$ cat config.mk
export PLATFORM = sky130hd
export DESIGN_NAME = extended_gcd_bezout_top_flat
export DESIGN_NICKNAME = d
export VERILOG_FILES = /design/src/rtl/egcd_pkg.sv /design/src/rtl/egcd_if.sv /design/src/rtl/egcd_ucode_rom.sv /design/src/rtl/egcd_sequencer.sv /design/src/rtl/egcd_datapath.sv /design/src/rtl/extended_gcd_bezout_top.sv /design/src/flat_wrapper.sv
export SDC_FILE = /design/constraint.sdc
export NUM_CORES = 1
export LEC_CHECK = 0
export ABC_AREA = 1
export BUFFER_PORTS_ARGS = -buffer_cell sky130_fd_sc_hd__buf_4
export CAP_MARGIN = 20
export CELL_PAD_IN_SITES_DETAIL_PLACEMENT = 0
export CELL_PAD_IN_SITES_GLOBAL_PLACEMENT = 2
export CORE_ASPECT_RATIO = 1.75
export CORE_MARGIN = 3
export CORE_UTILIZATION = 38
export DETAILED_ROUTE_END_ITERATION = 16
export PLACE_DENSITY_LB_ADDON = 0.1
export SKIP_LAST_GASP = 1
export SYNTH_ARGS = -nofsm -noshare
export SYNTH_HDL_FRONTEND = slang
export SYNTH_SLANG_ARGS = --single-unit
$ cat constraint.sdc
create_clock -name clock -period 20.4 [get_ports clock]
set_input_delay 3.06 -clock clock [delete_from_list [all_inputs] [get_ports clock]]
set_output_delay 3.06 -clock clock [all_outputs]
set_load 0.1 [all_outputs]
$ cat src/rtl/egcd_pkg.sv
// Package for the extended gcd block: widths, microcode encodings and the
// structs passed between the sequencer and the datapath. No dependencies.
package egcd_pkg;

   localparam int OPERAND_WIDTH = 32;
   localparam int COEFF_WIDTH   = OPERAND_WIDTH + 1;
   localparam int COUNT_WIDTH   = $clog2(OPERAND_WIDTH);
   localparam int STEP_WIDTH    = 3;
   localparam int OP_WIDTH      = 3;
   localparam int COND_WIDTH    = 3;

   // Datapath operations.
   localparam logic [OP_WIDTH-1:0] OP_NOP      = 3'd0;
   localparam logic [OP_WIDTH-1:0] OP_LOAD     = 3'd1;
   localparam logic [OP_WIDTH-1:0] OP_DIV_INIT = 3'd2;
   localparam logic [OP_WIDTH-1:0] OP_DIV_STEP = 3'd3;
   localparam logic [OP_WIDTH-1:0] OP_UPDATE   = 3'd4;
   localparam logic [OP_WIDTH-1:0] OP_EMIT     = 3'd5;

   // Jump conditions.
   localparam logic [COND_WIDTH-1:0] COND_NEVER    = 3'd0;
   localparam logic [COND_WIDTH-1:0] COND_ALWAYS   = 3'd1;
   localparam logic [COND_WIDTH-1:0] COND_NO_REQ   = 3'd2;
   localparam logic [COND_WIDTH-1:0] COND_CUR_ZERO = 3'd3;
   localparam logic [COND_WIDTH-1:0] COND_COUNT_NZ = 3'd4;
   localparam logic [COND_WIDTH-1:0] COND_OUT_BUSY = 3'd5;

   // Microprogram addresses.
   localparam logic [STEP_WIDTH-1:0] STEP_IDLE     = 3'd0;
   localparam logic [STEP_WIDTH-1:0] STEP_TEST     = 3'd1;
   localparam logic [STEP_WIDTH-1:0] STEP_DIV_INIT = 3'd2;
   localparam logic [STEP_WIDTH-1:0] STEP_DIV_STEP = 3'd3;
   localparam logic [STEP_WIDTH-1:0] STEP_UPDATE   = 3'd4;
   localparam logic [STEP_WIDTH-1:0] STEP_EMIT     = 3'd5;

   typedef struct packed {
      logic [OP_WIDTH-1:0]   op;
      logic [COND_WIDTH-1:0] cond;
      logic [STEP_WIDTH-1:0] target;
   } ctrl_word_type;

   typedef struct packed {
      logic cur_zero;
      logic count_nz;
      logic out_busy;
   } status_type;

endpackage

$ cat src/rtl/egcd_if.sv
// Valid/ready channel interfaces for the request and the result.
// Depends on egcd_pkg for the payload widths.
interface egcd_req_if;
   logic                                valid;
   logic                                ready;
   logic [egcd_pkg::OPERAND_WIDTH-1:0] operand_a;
   logic [egcd_pkg::OPERAND_WIDTH-1:0] operand_b;

   modport source (output valid, output operand_a, output operand_b, input ready);
   modport sink   (input valid, input operand_a, input operand_b, output ready);
endinterface

interface egcd_rsp_if;
   logic                                     valid;
   logic                                     ready;
   logic        [egcd_pkg::OPERAND_WIDTH-1:0] divisor;
   logic signed [egcd_pkg::COEFF_WIDTH-1:0]   coeff_a;
   logic signed [egcd_pkg::COEFF_WIDTH-1:0]   coeff_b;

   modport source (output valid, output divisor, output coeff_a, output coeff_b,
                   input ready);
   modport sink   (input valid, input divisor, input coeff_a, input coeff_b,
                   output ready);
endinterface

$ cat src/rtl/egcd_ucode_rom.sv
// Microcode read-only table: one control word per program step.
// Depends on egcd_pkg.
module egcd_ucode_rom (
   input  logic [egcd_pkg::STEP_WIDTH-1:0] step,
   output egcd_pkg::ctrl_word_type         ctrl
);

   always_comb begin
      unique case (step)
         egcd_pkg::STEP_IDLE:
            ctrl = '{egcd_pkg::OP_LOAD, egcd_pkg::COND_NO_REQ, egcd_pkg::STEP_IDLE};
         egcd_pkg::STEP_TEST:
            ctrl = '{egcd_pkg::OP_NOP, egcd_pkg::COND_CUR_ZERO, egcd_pkg::STEP_EMIT};
         egcd_pkg::STEP_DIV_INIT:
            ctrl = '{egcd_pkg::OP_DIV_INIT, egcd_pkg::COND_NEVER, egcd_pkg::STEP_IDLE};
         egcd_pkg::STEP_DIV_STEP:
            ctrl = '{egcd_pkg::OP_DIV_STEP, egcd_pkg::COND_COUNT_NZ,
                     egcd_pkg::STEP_DIV_STEP};
         egcd_pkg::STEP_UPDATE:
            ctrl = '{egcd_pkg::OP_UPDATE, egcd_pkg::COND_ALWAYS, egcd_pkg::STEP_TEST};
         egcd_pkg::STEP_EMIT:
            ctrl = '{egcd_pkg::OP_EMIT, egcd_pkg::COND_OUT_BUSY, egcd_pkg::STEP_EMIT};
         default:
            ctrl = '{egcd_pkg::OP_NOP, egcd_pkg::COND_ALWAYS, egcd_pkg::STEP_IDLE};
      endcase
   end

endmodule

$ cat src/rtl/egcd_sequencer.sv
// Step counter with conditional jumps; fetches control words from the table.
// Depends on egcd_pkg and egcd_ucode_rom.
module egcd_sequencer (
   input  logic                    clock,
   input  logic                    reset,
   input  logic                    req_valid,
   input  egcd_pkg::status_type    status,
   output egcd_pkg::ctrl_word_type ctrl,
   output logic                    idle
);

   logic [egcd_pkg::STEP_WIDTH-1:0] step_ff;
   logic [egcd_pkg::STEP_WIDTH-1:0] step_in;
   logic                            jump;

   egcd_ucode_rom u_rom (
      .step (step_ff),
      .ctrl (ctrl)
   );

   always_comb begin
      unique case (ctrl.cond)
         egcd_pkg::COND_NEVER:    jump = 1'b0;
         egcd_pkg::COND_ALWAYS:   jump = 1'b1;
         egcd_pkg::COND_NO_REQ:   jump = !req_valid;
         egcd_pkg::COND_CUR_ZERO: jump = status.cur_zero;
         egcd_pkg::COND_COUNT_NZ: jump = status.count_nz;
         egcd_pkg::COND_OUT_BUSY: jump = status.out_busy;
         default:                 jump = 1'b1;
      endcase
      step_in = jump ? ctrl.target : step_ff + 1'b1;
   end

   always_ff @(posedge clock) begin
      if (reset) begin
         step_ff <= egcd_pkg::STEP_IDLE;
      end else begin
         step_ff <= step_in;
      end
   end

   assign idle = (step_ff == egcd_pkg::STEP_IDLE);

endmodule

$ cat src/rtl/egcd_datapath.sv
// Datapath: remainder pair, coefficient pairs, a one-bit-per-cycle restoring
// divider with shift-add quotient products, and the result register.
// Depends on egcd_pkg.
module egcd_datapath (
   input  logic                                      clock,
   input  logic                                      reset,
   input  egcd_pkg::ctrl_word_type                   ctrl,
   input  logic                                      req_valid,
   input  logic        [egcd_pkg::OPERAND_WIDTH-1:0] operand_a,
   input  logic        [egcd_pkg::OPERAND_WIDTH-1:0] operand_b,
   input  logic                                      rsp_ready,
   output egcd_pkg::status_type                      status,
   output logic                                      rsp_valid,
   output logic        [egcd_pkg::OPERAND_WIDTH-1:0] divisor,
   output logic signed [egcd_pkg::COEFF_WIDTH-1:0]   coeff_a,
   output logic signed [egcd_pkg::COEFF_WIDTH-1:0]   coeff_b
);

   localparam int W = egcd_pkg::OPERAND_WIDTH;
   localparam int C = egcd_pkg::COEFF_WIDTH;

   logic [W-1:0] cur_ff, cur_in, prev_ff, prev_in, rem_ff, rem_in, dvd_ff, dvd_in;
   logic [C-1:0] cx_ff, cx_in, cy_ff, cy_in, px_ff, px_in, py_ff, py_in;
   logic [C-1:0] accx_ff, accx_in, accy_ff, accy_in;
   logic [egcd_pkg::COUNT_WIDTH-1:0] count_ff, count_in;
   logic         rsp_valid_ff, rsp_valid_in;
   logic [W-1:0] divisor_ff, divisor_in;
   logic [C-1:0] coeff_a_ff, coeff_a_in, coeff_b_ff, coeff_b_in;
   logic [W:0]   shifted;
   logic [W+1:0] trial;
   logic         qbit;
   logic         out_busy;

   assign out_busy = rsp_valid_ff && !rsp_ready;
   assign shifted  = {rem_ff, dvd_ff[W-1]};
   assign trial    = {1'b0, shifted} - {2'b00, cur_ff};
   assign qbit     = !trial[W+1];

   always_comb begin
      cur_in       = cur_ff;
      prev_in      = prev_ff;
      rem_in       = rem_ff;
      dvd_in       = dvd_ff;
      cx_in        = cx_ff;
      cy_in        = cy_ff;
      px_in        = px_ff;
      py_in        = py_ff;
      accx_in      = accx_ff;
      accy_in      = accy_ff;
      count_in     = count_ff;
      divisor_in   = divisor_ff;
      coeff_a_in   = coeff_a_ff;
      coeff_b_in   = coeff_b_ff;
      rsp_valid_in = rsp_valid_ff && !rsp_ready;
      unique case (ctrl.op)
         egcd_pkg::OP_LOAD: begin
            if (req_valid) begin
               cur_in  = operand_a;
               prev_in = operand_b;
               cx_in   = C'(1);
               cy_in   = '0;
               px_in   = '0;
               py_in   = C'(1);
            end
         end
         egcd_pkg::OP_DIV_INIT: begin
            rem_in   = '0;
            dvd_in   = prev_ff;
            accx_in  = '0;
            accy_in  = '0;
            count_in = egcd_pkg::COUNT_WIDTH'(W - 1);
         end
         egcd_pkg::OP_DIV_STEP: begin
            rem_in   = qbit ? trial[W-1:0] : shifted[W-1:0];
            dvd_in   = {dvd_ff[W-2:0], 1'b0};
            accx_in  = {accx_ff[C-2:0], 1'b0} + (qbit ? cx_ff : '0);
            accy_in  = {accy_ff[C-2:0], 1'b0} + (qbit ? cy_ff : '0);
            count_in = count_ff - 1'b1;
         end
         egcd_pkg::OP_UPDATE: begin
            px_in   = cx_ff;
            py_in   = cy_ff;
            cx_in   = px_ff - accx_ff;
            cy_in   = py_ff - accy_ff;
            prev_in = cur_ff;
            cur_in  = rem_ff;
         end
         egcd_pkg::OP_EMIT: begin
            if (!out_busy) begin
               rsp_valid_in = 1'b1;
               divisor_in   = prev_ff;
               coeff_a_in   = px_ff;
               coeff_b_in   = py_ff;
            end
         end
         default: begin
         end
      endcase
   end

   always_ff @(posedge clock) begin
      if (reset) begin
         rsp_valid_ff <= 1'b0;
      end else begin
         rsp_valid_ff <= rsp_valid_in;
      end
   end

   always_ff @(posedge clock) begin
      cur_ff     <= cur_in;
      prev_ff    <= prev_in;
      rem_ff     <= rem_in;
      dvd_ff     <= dvd_in;
      cx_ff      <= cx_in;
      cy_ff      <= cy_in;
      px_ff      <= px_in;
      py_ff      <= py_in;
      accx_ff    <= accx_in;
      accy_ff    <= accy_in;
      count_ff   <= count_in;
      divisor_ff <= divisor_in;
      coeff_a_ff <= coeff_a_in;
      coeff_b_ff <= coeff_b_in;
   end

   assign status.cur_zero = (cur_ff == '0);
   assign status.count_nz = (count_ff != '0);
   assign status.out_busy = out_busy;

   assign rsp_valid = rsp_valid_ff;
   assign divisor   = divisor_ff;
   assign coeff_a   = coeff_a_ff;
   assign coeff_b   = coeff_b_ff;

endmodule

$ cat src/rtl/extended_gcd_bezout_top.sv
// Extended gcd with Bezout coefficients: a request carries operand_a and
// operand_b; the result carries divisor = gcd(a, b) and signed coeff_a,
// coeff_b with coeff_a * a + coeff_b * b = divisor. If operand_a is zero the
// result is operand_b with coefficients 0 and 1.
// Both channels use valid/ready; a request is taken when both are high.
// One request is worked on at a time; req_chan.ready is high only while the
// sequencer waits at its idle step.
// After the request is taken, each Euclid round runs a test, a divider
// set-up, one divider step per quotient bit and an update; a final test
// then finds the current remainder zero and the emit step loads the result
// register once it is free. A request needs at most 46 Euclid rounds.
// After the result is loaded the sequencer passes the default step behind
// the emit step before it is idle again and can take a new request.
// The bit-serial divider and its shift-add coefficient products set the
// round length.
// The result register holds its result while rsp_chan.ready is low; a new
// request can be taken meanwhile, and the next result waits at its final
// step until the register is free.
// Reset is synchronous; it empties the result register and returns the
// sequencer to its idle step.
module extended_gcd_bezout_top (
   input  logic       clock,
   input  logic       reset,
   egcd_req_if.sink   req_chan,
   egcd_rsp_if.source rsp_chan
);

   egcd_pkg::ctrl_word_type ctrl;
   egcd_pkg::status_type    status;
   logic                    idle;

   egcd_sequencer u_sequencer (
      .clock     (clock),
      .reset     (reset),
      .req_valid (req_chan.valid),
      .status    (status),
      .ctrl      (ctrl),
      .idle      (idle)
   );

   egcd_datapath u_datapath (
      .clock     (clock),
      .reset     (reset),
      .ctrl      (ctrl),
      .req_valid (req_chan.valid),
      .operand_a (req_chan.operand_a),
      .operand_b (req_chan.operand_b),
      .rsp_ready (rsp_chan.ready),
      .status    (status),
      .rsp_valid (rsp_chan.valid),
      .divisor   (rsp_chan.divisor),
      .coeff_a   (rsp_chan.coeff_a),
      .coeff_b   (rsp_chan.coeff_b)
   );

   assign req_chan.ready = idle;

endmodule

$ cat src/flat_wrapper.sv
// flat-port wrapper written by rule: the top's interface ports become plain ports
module extended_gcd_bezout_top_flat 
  (clock, reset, req_chan_valid, req_chan_operand_a, req_chan_operand_b, req_chan_ready, rsp_chan_valid, rsp_chan_divisor, rsp_chan_coeff_a, rsp_chan_coeff_b, rsp_chan_ready);
  egcd_req_if req_chan_i ();
  egcd_rsp_if rsp_chan_i ();
  input  logic clock;
  input  logic reset;
  input wire logic [$bits(req_chan_i.valid)-1:0] req_chan_valid;
  input wire logic [$bits(req_chan_i.operand_a)-1:0] req_chan_operand_a;
  input wire logic [$bits(req_chan_i.operand_b)-1:0] req_chan_operand_b;
  output wire logic [$bits(req_chan_i.ready)-1:0] req_chan_ready;
  output wire logic [$bits(rsp_chan_i.valid)-1:0] rsp_chan_valid;
  output wire logic [$bits(rsp_chan_i.divisor)-1:0] rsp_chan_divisor;
  output wire logic [$bits(rsp_chan_i.coeff_a)-1:0] rsp_chan_coeff_a;
  output wire logic [$bits(rsp_chan_i.coeff_b)-1:0] rsp_chan_coeff_b;
  input wire logic [$bits(rsp_chan_i.ready)-1:0] rsp_chan_ready;
  assign req_chan_i.valid = req_chan_valid;
  assign req_chan_i.operand_a = req_chan_operand_a;
  assign req_chan_i.operand_b = req_chan_operand_b;
  assign req_chan_ready = req_chan_i.ready;
  assign rsp_chan_valid = rsp_chan_i.valid;
  assign rsp_chan_divisor = rsp_chan_i.divisor;
  assign rsp_chan_coeff_a = rsp_chan_i.coeff_a;
  assign rsp_chan_coeff_b = rsp_chan_i.coeff_b;
  assign rsp_chan_i.ready = rsp_chan_ready;
  extended_gcd_bezout_top u_core (.clock(clock), .reset(reset), .req_chan(req_chan_i), .rsp_chan(rsp_chan_i));
endmodule
==> results of run 1 <==
final cells by class:
type	count	share of cell area
clock buffer	52	0.0397
clock inverter	30	0.0154
inverter	363	0.0463
multi-input combinational	2154	0.377
sequential	433	0.438
tap	889	0.0376
timing repair buffer	179	0.0458
cell usage in the layout (no fill, tap or decap), types with 17 or more instances in the layout:
cell type / Yosys / layout
edfxtp_1: 429 / 429
nor2_1: 428 / 426
xnor2_1: 17 / 17
nand4_1: 24 / 24
clkbuf_16: 0 / 46
a21oi_1: 316 / 316
ha_1: 163 / 163
nand2_1: 701 / 700
nor3_1: 37 / 37
o21bai_1: 22 / 22
o21ai_0: 197 / 196
o21ai_1: 28 / 28
nand3_1: 87 / 87
inv_1: 361 / 360
buf_4: 1 / 178
o21a_1: 25 / 25
a31oi_1: 18 / 18
a21o_1: 18 / 18
state kept, by name, summed over array words and instances (netlist names), named ones only:
register / flops
u_core.u_datapath.px_ff: 33
u_core.u_datapath.rem_ff: 32
u_core.u_datapath.cy_ff: 33
u_core.u_datapath.accx_ff: 33
u_core.u_datapath.accy_ff: 33
u_core.u_sequencer.step_ff: 2
u_core.u_datapath.cur_ff: 32
u_core.u_datapath.dvd_ff: 32
u_core.u_datapath.count_ff: 5
u_core.u_datapath.prev_ff: 32
u_core.u_datapath.coeff_a: 33
u_core.u_datapath.coeff_b: 33
u_core.u_datapath.cx_ff: 33
u_core.u_datapath.py_ff: 33
u_core.u_datapath.divisor: 32
u_core.u_datapath.rsp_valid: 1
worst max-delay path by stage:
stage                            startpoint                       endpoint  slack (ns)  cells after the start
6_report       u_core.u_datapath.rem_ff[17]  u_core.u_datapath.accx_ff[30]       14.87                     20
3_3_place_gp                 req_chan_valid    u_core.u_datapath.cy_ff[19]       14.69                      5
3_5_place_dp                 req_chan_valid    u_core.u_datapath.cy_ff[20]       14.61                      5
2_1_floorplan                req_chan_valid    u_core.u_datapath.cur_ff[0]        2.60                      2
4_1_cts        u_core.u_datapath.rem_ff[17]  u_core.u_datapath.accx_ff[29]       14.84                     20
5_1_grt        u_core.u_datapath.cur_ff[18]  u_core.u_datapath.accy_ff[32]       14.37                     21
where the power goes:
part           internal, mW  switching [mW]  total, mW
combinational         0.846            2.17       3.02
clock                 0.545           0.383      0.928
sequential             1.48           0.178       1.65
cell families after synthesis:
kind of cell / count (synthesis) / synth area share
adder cells (fa/ha/maj): 168 / 0.0830
AND/OR/NAND/NOR: 1312 / 0.204
XOR/XNOR: 28 / 0.00951
buffers and inverters: 424 / 0.0655
flip-flops: 433 / 0.503
AO/OA/AOI/OAI: 646 / 0.135
metrics by stage:
stage | area (µm²) | setup slack (ns) | utilization | power [mW]
2_1_floorplan | 25800 | 2.60 | - | 3.88
3_3_place_gp | 28000 | 14.69 | 0.419 | 4.69
3_5_place_dp | 28000 | 14.61 | 0.419 | 4.70
4_1_cts | 29600 | 14.84 | 0.443 | 5.65
5_1_grt | 29600 | 14.37 | 0.443 | 6.05
6_report | 29600 | 14.87 | 0.443 | 5.60
routing by layer:
layer  vias to the layer above  routed length, µm  global-route usage  share of wire
li1                      10500                  -                   -              -
met5                         -                  0                   0              0
met4                         0               4210               0.106          0.051
met1                      9829              31300               0.249           0.38
met2                       510              43400               0.431           0.53
met3                       149               3060              0.0260          0.037
worst max-delay path, delay by kind of cell (launching register included):
kind | cells | cell delay (ns)
AND/OR/NAND/NOR | 10 | 1.59
buffers and inverters | 2 | 1.01
adder cells (fa/ha/maj) | 2 | 0.67
AO/OA/AOI/OAI | 6 | 1.53
flip-flops | 1 | 0.41
==> metrics.cfg, run 1 <==
[outcome]
status=finished, final reports clean

[final_layout]
regArea_um2=13000
layout-drive-gt1-share=0.0881
fillerInstances=6726
antenna_cells=0
layout.nets=3411
layout.cells.non_filler=4100
area_growth_pct=14.8
multiInputGateArea_um2=11200

[synth]
synthesis.nets=3247
synth_seq_cells=433
yosysWarnings=0
synth_edf_count=429
ys_top_cells_by_area=edfxtp_1 50%, nand2_1 10%, ha_1 7.9%, nor2_1 6.2%, a21oi_1 6.1%
synthCells=3011
synth_cell_types=49
synth_top_area_frac=0.500
synth.avg_cell_area_um2=8.56
yosysMostFrequentCell=nand2_1
synth_async_sr_flop_share=0
yosys.area.top_type=edfxtp_1
ys_seq_area_frac=0.503
synth_ff_type=edfxtp_1
synth_area_um2=25800
synth_commonest_cells=701 x nand2_1, 429 x edfxtp_1, 428 x nor2_1

[route]
drc=0
vias=21000
drt-total-wl_mm=82.0
drtAntennaViolNets=0
wl_per_cell_um=20.0
first_pass_iters=5
dr.first_iter.drc_count=1085
via_per_inst=5.13

[floorplanning]
die_area_um2=71100
die_h_um=351
placementRows=125
io_pins=168
initial_core_util=0.386
chipWidth_um=203
core_um2=66800

[worst_setup_path]
reg2reg_depth=20
endpoint_kind=flip-flop
r2r-start=u_core.u_datapath.rem_ff[17]
rr_endpoint=u_core.u_datapath.accx_ff[30]
critPathRequiredTime_ns=20.75
worstPathArrival_ns=5.88
path_cells=ha_1 > a21oi_1 > o21ai_0 > nand2_1 > nand2_1 > a21oi_1 > nand2_4 > inv_2 > buf_4 > nor2_1 > ha_1 > nand3_1 > nand2_1 > a21oi_1 > o21ai_0 > nand2_1 > nand2_1 > nand2_1 > a21oi_1 > nor2_1
critPathLaunchType=flip-flop
r2r_slack_ns=14.87
cpMostUsedCell=nand2_1
cp_slowest_cell=buf_4
worstPathMaxFanout=66
slowest_delay_ns=0.68
crit_type=flip-flop to flip-flop

[global_route]
grtUsageTotal=0.226
grt_antenna_before_repair=1
gr-total-overflow=0
grt_pass1_vias=21400
grt_pass1_wl_mm=124
grt_max_degree=138

[min_path]
hold_depth=0
hp-class=flip-flop to flip-flop
hp-start=u_core.u_datapath.prev_ff[27]
min_to=u_core.u_datapath.divisor[27]

[power_and_ir_drop]
p_leak_nw=12.5
power_density_nw_per_um2=189
peakVddDrop_mv=0.182

[placement]
io_buffer_count=167
dp_hpwl_mm=62.5
post-place-cells=4018
place.gp.congestion=0.906

[sta]
timing.hold.ws_ns=0.452
fmax_mhz=181
period_needed_ns=5.53
fin_tns_setup_ns=0
skew_ns=0.0180
setup_viol=0
tightest_slew_ns=0.986
finalHoldViolCount=0
post-route-period-util=0.271
slew_headroom=0.343
rsz0062_at_grt=false
drv_slew=0

[clocking]
cts.sinks=433
tritoncts=built
postCtsResizedCells=0
cts_setup_buffers=0
hold_buffers=0
path_clk_slew_ns=0.06
cts_buffer_depth=3
clockRootBuffer=clkbuf_16
clk_latency_ns=0.60
htreeDepth=2
cts_made_buffers=44

[job]
maxCapViolCount=0

Note: power is estimated with default switching activity, not from simulation.
==> run 2, diff against run 1 <==
==> constraint.sdc (replaced) <==
create_clock -name clock -period 5.3 [get_ports clock]
set_input_delay 0.795 -clock clock [delete_from_list [all_inputs] [get_ports clock]]
set_output_delay 0.795 -clock clock [all_outputs]
set_load 0.1 [all_outputs]
==> metrics.cfg, run 2 (synthesized netlist as in run 1, its figures left out) <==
[outcome]
status=finished, final reports clean

[global_route]
grt_antenna_before_repair=0  ; -1
gr-total-overflow=0  ; unchanged
grt_max_degree=137  ; -0.72%
grt_pass1_wl_mm=130  ; +5.1%
grt_pass1_vias=22000  ; +3.2%
grtUsageTotal=0.240  ; +0.0137

[worst_setup_path]
critPathRequiredTime_ns=5.64  ; -15.11 ns
critPathLaunchType=flip-flop
slowest_delay_ns=0.46  ; -0.22 ns
endpoint_kind=flip-flop
cp.buffers_inverters=3  ; +1
worstPathArrival_ns=4.88  ; -1.00 ns
crit_family=simple AND/OR/NAND/NOR gates
cpMostUsedCell=nand2_1
cp_slowest_cell=fa_1
worstPathMaxFanout=24  ; -64%
crit_type=flip-flop to flip-flop

[placement]
io_buffer_count=167  ; unchanged
dp_hpwl_mm=65.9  ; +5.6%
post-place-cells=4020  ; +0.050%
place.gp.congestion=0.909  ; +0.28%
pre_cts_slack_ns=0.684  ; -13.92 ns

[clocking]
cts_setup_buffers=0  ; unchanged
cts.sinks=433  ; unchanged
cts_made_buffers=46  ; +4.5%
path_clk_slew_ns=0.07  ; about the same
hold_buffers=0  ; unchanged
clk_latency_ns=0.60  ; about the same
cts_buffer_depth=3  ; unchanged
tritoncts=built
postCtsResizedCells=0  ; unchanged
clockRootBuffer=clkbuf_16
htreeDepth=2  ; unchanged

[power_and_ir_drop]
switchingPower_mw=10.7  ; +290%
fin_total_pwr_mw=21.6  ; +290%
combPwrFrac=0.553  ; +0.014
power_density_nw_per_um2=731  ; +290%
p_int_mw=10.9  ; +280%
peakVddDrop_mv=0.520  ; +190%
switching_share=0.496  ; +0.00849
p_leak_nw=12.5  ; -0.21%
p_clk_frac=0.153  ; -0.013
seqPwrFrac=0.294  ; about the same

[route]
drc=0  ; unchanged
via_per_inst=5.14  ; +0.29%
wl_per_cell_um=21.0  ; +5.0%
dr.first_iter.drc_count=1089  ; +0.37%
first_pass_iters=5  ; unchanged
drtAntennaViolNets=0  ; unchanged
vias=21100  ; +0.34%
drt-total-wl_mm=86.1  ; +5.0%

[sta]
fin_ws_ns=0.759  ; -14.11 ns
post-route-period-util=0.857  ; +0.586
slew_headroom=0.328  ; -0.0145
timing.hold.ws_ns=0.390  ; -0.0619 ns
fin_tns_setup_ns=0  ; unchanged
fmax_mhz=220  ; +22%
setup_viol=0  ; unchanged
period_needed_ns=4.54  ; -0.985 ns
skew_ns=0.0212  ; +0.00315 ns
tightest_slew_ns=1.01  ; +0.0218 ns
rsz0062_at_grt=false
drv_slew=0  ; unchanged
finalHoldViolCount=0  ; unchanged

[job]
maxCapViolCount=0  ; unchanged

[floorplanning]
die_area_um2=71100  ; unchanged
io_pins=168  ; unchanged
initial_core_util=0.386  ; unchanged
core_um2=66800  ; unchanged
die_h_um=351  ; unchanged
chipWidth_um=203  ; unchanged
placementRows=125  ; unchanged

[final_layout]
area_growth_pct=14.6
antenna_cells=0  ; unchanged
mostFrequentLayoutCells=700 x nand2_1, 429 x edfxtp_1, 425 x nor2_1
layout_commonest_cell=nand2_1
layout.nets=3415  ; +0.12%
layout.cells.non_filler=4102  ; +0.049%
layout-drive-gt1-share=0.0881  ; about the same

[min_path]
hp-class=input port to flip-flop

-- run 2: final timing paths --
check,start,endpoint,slack (ns),cells past startpoint
worst max-delay path,u_core.u_datapath.cur_ff[14],u_core.u_datapath.accy_ff[31],0.76,25
worst min-delay path,reset,u_core.u_datapath.rsp_valid,0.39,2
worst max register to register,u_core.u_datapath.cur_ff[14],u_core.u_datapath.accy_ff[31],0.76,25
worst min register to register,u_core.u_datapath.prev_ff[20],u_core.u_datapath.divisor[20],0.45,0
-- run 2: through the flow --
step | instance area (µm²) | util
global route | 29500 | 0.442
floorplan | 25800 | -
detailed placement | 28000 | 0.420
global placement | 28000 | 0.420
finish | 29500 | 0.442
CTS | 29500 | 0.442
-- run 2: layout make-up --
| class | instances | area [µm²] |
|---|---|---|
| clock buffer | 50 | 1190 |
| inverter | 363 | 1370 |
| tap | 889 | 1110 |
| sequential | 433 | 13000 |
| multi-input combinational | 2154 | 11200 |
| clock inverter | 32 | 303 |
| timing repair buffer | 181 | 1430 |
| fill | 6733 | 37200 |
-- run 2: worst register-to-register path: cells and delay by family, from the launching register on --
| kind | cells | cell delay (ns) |
|---|---|---|
| AND/OR/NAND/NOR | 14 | 1.36 |
| buffers and inverters | 3 | 0.61 |
| AO/OA/AOI/OAI | 5 | 0.99 |
| flip-flops | 1 | 0.35 |
| adder cells (fa/ha/maj) | 3 | 1.00 |
-- run 2: routing by layer --
metal  GRT usage  routed length [µm]  vias to the layer above
met3      0.0266                2600                      136
met1       0.252               32200                     9984
li1            -                   -                    10600
met2       0.476               47200                      418
met5           0                   0                        -
met4       0.102                4040                        0
-- run 2: power groups by stage --
stage | Combinational, mW | Sequential, mW | Clock, mW
2_1_floorplan | 8.01 | 6.42 | 0
3_3_place_gp | 12.0 | 6.41 | 0
3_5_place_dp | 12.0 | 6.43 | 0
4_1_cts | 12.1 | 6.37 | 3.40
5_1_grt | 13.4 | 6.46 | 3.52
6_report | 11.9 | 6.35 | 3.30
